<file path="config.mk">
export PLATFORM = sky130hd
export DESIGN_NAME = doei_sqrt
export DESIGN_NICKNAME = d
export VERILOG_FILES = /design/src/design/doei_pkg.sv /design/src/design/doei_sqrt.sv
export SDC_FILE = /design/constraint.sdc
export NUM_CORES = 1
export LEC_CHECK = 0
export BUFFER_PORTS_ARGS = -buffer_cell sky130_fd_sc_hd__buf_2
export CORE_MARGIN = 1.5
export CORE_UTILIZATION = 30
export DETAILED_ROUTE_END_ITERATION = 10
export SYNTH_ARGS = -nofsm -noshare
export SYNTH_HDL_FRONTEND = slang
export SYNTH_SLANG_ARGS = --single-unit
</file>
<file path="constraint.sdc">
create_clock -name clk -period 9.9 [get_ports clk]
set_input_delay 0.99 -clock clk [delete_from_list [all_inputs] [get_ports clk]]
set_output_delay 0.99 -clock clk [all_outputs]
set_load 0.005 [all_outputs]
</file>
<file path="src/design/doei_pkg.sv">
// Shared types and constants for the duplicate observation error inflation block.
package doei_pkg;

  localparam int RAD_W = 44;
  localparam int ROOT_W = 22;
  localparam int FACTOR_W = 22;
  localparam int TIME_W = 34;
  localparam int CODE_W = 32;
  localparam int WIN_W = 20;
  localparam int CFG_DATA_W = 20;
  localparam logic [FACTOR_W-1:0] FACTOR_MAX = '1;

  localparam logic OP_LOAD = 1'b0;
  localparam logic OP_EVAL = 1'b1;

  typedef enum logic [1:0] {
    CFG_USE_PRESSURE,
    CFG_RETENTION,
    CFG_WINDOW,
    CFG_ENTRIES
  } cfg_index_t;

  typedef enum logic [3:0] {
    ST_IDLE,
    ST_SELF,
    ST_SCAN,
    ST_DIV,
    ST_SQUARE,
    ST_SCALE,
    ST_ACC,
    ST_FINISH,
    ST_ROOT
  } state_t;

  typedef struct packed {
    logic [CODE_W-1:0] lat;
    logic [CODE_W-1:0] lon;
    logic [CODE_W-1:0] pres;
    logic [TIME_W-1:0] tim;
    logic              pass;
  } record_t;

endpackage

</file>
<file path="src/design/doei_sqrt.sv">
// Iterative integer square root, one result bit per cycle.
module doei_sqrt
  import doei_pkg::*;
(
  input  logic              clk,
  input  logic              rst,
  input  logic              start,
  input  logic [RAD_W-1:0]  radicand,
  output logic              done,
  output logic [ROOT_W-1:0] root
);

  localparam int REM_W = ROOT_W + 2;
  localparam int CNT_W = $clog2(ROOT_W + 1);

  logic             active;
  logic [CNT_W-1:0] cnt;
  logic [RAD_W-1:0] rad;
  logic [REM_W-1:0] rem;
  logic [REM_W-1:0] rem_sh;
  logic [REM_W-1:0] trial;

  always_comb begin
    rem_sh = {rem[REM_W-3:0], rad[RAD_W-1 -: 2]};
    trial  = {root, 2'b01};
  end

  always_ff @(posedge clk) begin
    if (rst) begin
      active <= 1'b0;
      done   <= 1'b0;
    end else begin
      done <= 1'b0;
      if (start) begin
        active <= 1'b1;
        cnt    <= CNT_W'(ROOT_W);
        rad    <= radicand;
        rem    <= '0;
        root   <= '0;
      end else if (active) begin
        rad <= {rad[RAD_W-3:0], 2'b00};
        cnt <= cnt - 1'b1;
        if (rem_sh >= trial) begin
          rem  <= rem_sh - trial;
          root <= {root[ROOT_W-2:0], 1'b1};
        end else begin
          rem  <= rem_sh;
          root <= {root[ROOT_W-2:0], 1'b0};
        end
        if (cnt == CNT_W'(1)) begin
          active <= 1'b0;
          done   <= 1'b1;
        end
      end
    end
  end

endmodule

</file>
# After elaboration in Yosys (flattened, before gate mapping)
# Cells that the tools add are included.
[word_totals]
ff_bits = 95
latchBits = 0
ram_bits = 0
rom_bits = 0
input_bits = 47
memories = 0
[op_classes]
add_sub_neg = 2
mul = 0
n_div = 0
magnitude_cmp = 1
eq_ne = 1
shift = 0
muxes = 11
n_bitwise = 2
n_reduce_logical = 3
[ops]
columns = ["cell", "n"]
rows = [
  ["$mux W44", 2],
  ["$mux W22", 3],
  ["$ge A24 B24 Y1", 1],
  ["$sub A22 B22 Y22", 1],
  ["$eq A5 B1 Y1 const B", 1],
  ["$mux W1", 5],
  ["$mux W5", 1],
  ["$sub A5 B1 Y5 const B", 1],
  ["$reduce_or A3 Y1", 1],
  ["$not A1 Y1", 2],
  ["$reduce_and A2 Y1", 1],
  ["$reduce_bool A2 Y1", 1],
]

# Depth between registers and ports, before layout
[logic_depth]
ltp_word = 4
depth_mapped = 11

# Least setup slack after synthesis
# Ideal clock, no wire load.
[synth_timing]
kind = "in2reg"
from = "input port start"
to = "register cnt[0], enable pin"
setup_ns = 0.546
t_arrival_ns = 5.258
path_slack_ns = 4.096
stages = 3
n_path_buf = 1
cell_sequence = "clkbuf_1 nor2_1 nor2_1"
[synth_via]
elab_chain_cells = 2
[synth_lines]
columns = ["item", "line", "rtl"]
rows = [
  ["start: declaration", "doei_sqrt.sv:7", "input logic start,"],
  ["$reduce_bool A2 Y1 (no line)", "-", ""],
  ["$reduce_and A2 Y1 (no line)", "-", ""],
  ["end signal: assignment", "doei_sqrt.sv:36", "cnt <= CNT_W'(ROOT_W);"],
  ["end signal: assignment", "doei_sqrt.sv:42", "cnt <= cnt - 1'b1;"],
  ["end: declaration", "doei_sqrt.sv:17", "logic [CNT_W-1:0] cnt;"],
]
# Every way passes these cells.
# A chain may end at the register's enable or synchronous reset.

# Final worst setup path
[layout_timing]
from = "register root[3]"
to = "register rem[17], data pin"
[layout_via]
elab_chain_cells = 3
elab_cells_between_ends = 4
classes_between = "add/sub (1); order compare (1); mux (2)"
[layout_lines]
columns = ["item", "line", "rtl"]
rows = [
  ["start: declaration", "doei_sqrt.sv:10", "output logic [ROOT_W-1:0] root"],
  ["start signal: assignment", "doei_sqrt.sv:45", "root <= {root[ROOT_W-2:0], 1'b1};"],
  ["start signal: assignment", "doei_sqrt.sv:48", "root <= {root[ROOT_W-2:0], 1'b0};"],
  ["$sub A22 B22 Y22 / $ge A24 B24 Y1 (equally long branches)", "doei_sqrt.sv:44, doei_sqrt.sv:43", ""],
  ["$mux W22 *", "doei_sqrt.sv:43", "if (rem_sh >= trial) begin"],
  ["$mux W22 *", "doei_sqrt.sv:40", "end else if (active) begin"],
  ["end signal: assignment", "doei_sqrt.sv:44", "rem <= rem_sh - trial;"],
  ["end signal: assignment", "doei_sqrt.sv:47", "rem <= rem_sh;"],
  ["end: declaration", "doei_sqrt.sv:19", "logic [REM_W-1:0] rem;"],
]
# Every way passes the cells marked *; elsewhere a longest branch is shown, timed or not. The select of a mux whose other input is x is not followed.

==> summary.txt <==
Status
  • Status: finished clean

Die
  • Initial Utilization: ~31%
  • Die area: about 18,000 um2
  • DIE HEIGHT: around 130 um
  • Site row count: 47
  • Core box area: about 17,000 um2
  • Die width: roughly 130 um
  • I/O pins: 70

Final layout
  • Most common cell after layout, fill and taps aside: edfxtp_1
  • Cell area after layout: 5966 um2
  • Final nets: roughly 570
  • Leading cell types in the layout, fill and taps excluded: edfxtp_1 (93), buf_2 (68), nor2_1 (51), mux2_2 (42)
  • Area Overhead vs Synth: 17.24%
  • Share of cells above drive strength 1: a little over a quarter
  • Diodes inserted: 0

Routing
  • Remaining antenna violation count: 0
  • First-pass iteration count of the detailed router: 6
  • DR vias/cell: 4.733
  • Wire length per cell: 13.81 um
  • Vias: roughly 3,400
  • Post-Route WL: 9.985 mm
  • Initial DRC Count: 168
  • DRC errors left: 0

Synthesis
  • Post-synth EDFFs: between 90 and 100
  • Async SR Flop Fraction: 0%
  • Register area share after synthesis: between 50 and 60%
  • Synth top area share: a little over half
  • Top cells by area, synth: edfxtp_1 (55%), mux2_2 (9.3%), ha_1 (6.4%)
  • Post-synthesis cell type count: 46
  • Yosys top cell by area: edfxtp_1
  • Synthesized area: slightly above 5000 um2
  • Synth Flop Type: edfxtp_1
  • Ys Warns: 0
  • Synth Instances: about 430
  • Post-Syn Nets: between 500 and 600
  • Synthesized area per cell: approximately 12 um2
  • Synth Register Bits: 95

Power and ir drop
  • Pleak: around 0.0024 uW
  • Max IR drop VDD: approximately 97 uV
  • Power Density: 174.6 nW/um2

STA
  • Skew final: approximately 0.0086 ns
  • Final min period: just under 3 ns
  • Final Hold Viols: 0
  • Final worst-path cycle share: about 29%
  • Worst Setup Slack, final: between 6 and 7 ns
  • Slew Limit Fails: 0
  • Fmax: about 0.34 GHz
  • Final setup violation count: 0
  • Normalized max-slew margin: roughly 52%
  • Setup TNS: 0 ns
  • RSZ-0062 raised after global routing: no
  • Worst Max-Slew Pin Slew: roughly 0.72 ns

GRT
  • Grt ovf: 0
  • Number of global-route vias before repair: approximately 3,400
  • Initial antenna violation count: 0
  • First-pass GRT wire length: about 17 mm
  • Largest net degree at the start of global routing: 64
  • GRT Util Overall: 11.85%

Clocking
  • H-tree levels: 3
  • Clock latency on the worst-skew pair: between 0.3 and 0.4 ns
  • Clock transition at the registers of the reported paths: 0.07 ns
  • Hold buffer count at cts: 0
  • Setup Fix Bufs, Post-CTS: 0
  • CTS max path bufs: 2
  • CTS Sinks: 95
  • CTS buffer count: 9
  • # resized after CTS: 0
  • Root Buffer: clkbuf_16
  • CTS tree: built

Flow run
  • Number of max-cap violations: 0

Setup path
  • Required time of the worst setup path: approximately 10 ns
  • Worst path cell trace: inv_1 > ha_1 > o211ai_1 > a21o_1 > a22o_1 > a2111o_1 > and2_1 > or3b_1 > a21oi_2
  • Worst setup EP type: flop
  • CP Data Arrival Time: slightly above 3 ns
  • Largest delay contributor family on the critical path: compound AO/OA/AOI/OAI gates
  • Crit Path Class: reg2reg
  • Slowest-stage cell, CP: or3b_1
  • Worst Path Buf+Inv: 1
  • Crit start category: flop
  • Max incr delay on CP: approximately 0.45 ns
  • CP max FO: 11

Placement
  • Setup Slack @ Placement: around 6.8 ns
  • Placed cell areas: between 5000 and 6000 um2
  • Port Buffer Count: 69
  • GPL Wtd Cong: roughly 0.82
  • Detailed placer's ending HPWL: around 7.0 mm

Worst hold path
  • Hold Crit Class: reg2reg
## per-layer routing
| metal | up-vias | share of wire (%) | GRT usage (%) |
|---|---|---|---|
| met3 | 7 | 7.2 | 4.414 |
| met1 | 1607 | 49 | 16.21 |
| met5 | - | 0 | 0 |
| met4 | 0 | 0.66 | 2.355 |
| met2 | 97 | 44 | 18.05 |
| li1 | 1711 | - | - |
## synth_stat cells, types with 4 or more instances
cell	number
a211oi_1	5
a21o_1	8
a21oi_1	25
a31oi_1	5
and2_1	6
and3_1	6
buf_2	4
clkbuf_1	10
edfxtp_1	93
ha_1	26
inv_1	29
mux2_2	42
mux2i_1	8
nand2_1	29
nand3_1	7
nand4_1	4
nor2_1	52
nor3_1	6
o21ai_0	13
o21bai_1	4
xnor2_1	9
xor2_1	9
## stage by stage
stage / std cells / total power (uW) / util [%] / hold slack [ns]
3_5_place_dp: 707 / 700.4 / 34.19 / 0.4687
5_1_grt: 723 / 1095 / 35.97 / 0.4856
2_1_floorplan: 432 / 651.3 / - / 0.4543
4_1_cts: 723 / 1054 / 35.97 / 0.4811
3_3_place_gp: 707 / 696.5 / 34.19 / 0.4725
6_report: 723 / 1042 / 35.97 / 0.4791
## state kept, by name, indices dropped and copies added, names as in the netlist
name	flops
active	1
done	1
root	22
rem	22
cnt	5
rad	44
## power breakdown
part	leakage (uW)	switching [uW]	internal, uW
combinational	0.00133	115	86.2
clock	0.000141	151	199
sequential	0.000912	11.6	479
## final timing paths
kind                               from      end  slack, ns  depth (start not counted)
worst min register to register   active     done       0.48                          1
worst max-delay path            root[3]  rem[17]       6.99                          9
worst min-delay path             active     done       0.48                          1
worst max register to register  root[3]  rem[17]       6.99                          9
## cell type report
class,instances,area [um2]
Clock inverter,5,63.81
Inverter,29,108.9
Sequential cell,95,2833
Tap cell,220,275.3
Timing Repair Buffer,72,370.4
Fill cell,1652,10620
Multi-Input combinational cell,291,2082
Clock buffer,11,232.7
## logic make-up (layout without fill, tap and decap cells)
group	Yosys count	after routing	synth area share [%]
and+or+nand+nor	120	120	10.55
muxes	50	50	10.87
AOI/OAI and AO/OA	77	77	9.860
adders and majority gates	26	26	6.393
buffers and inverters	46	117	3.565
xor gates and xnor gates	18	18	3.098
DFF	95	95	55.67
(Power assumes the default switching activity.)
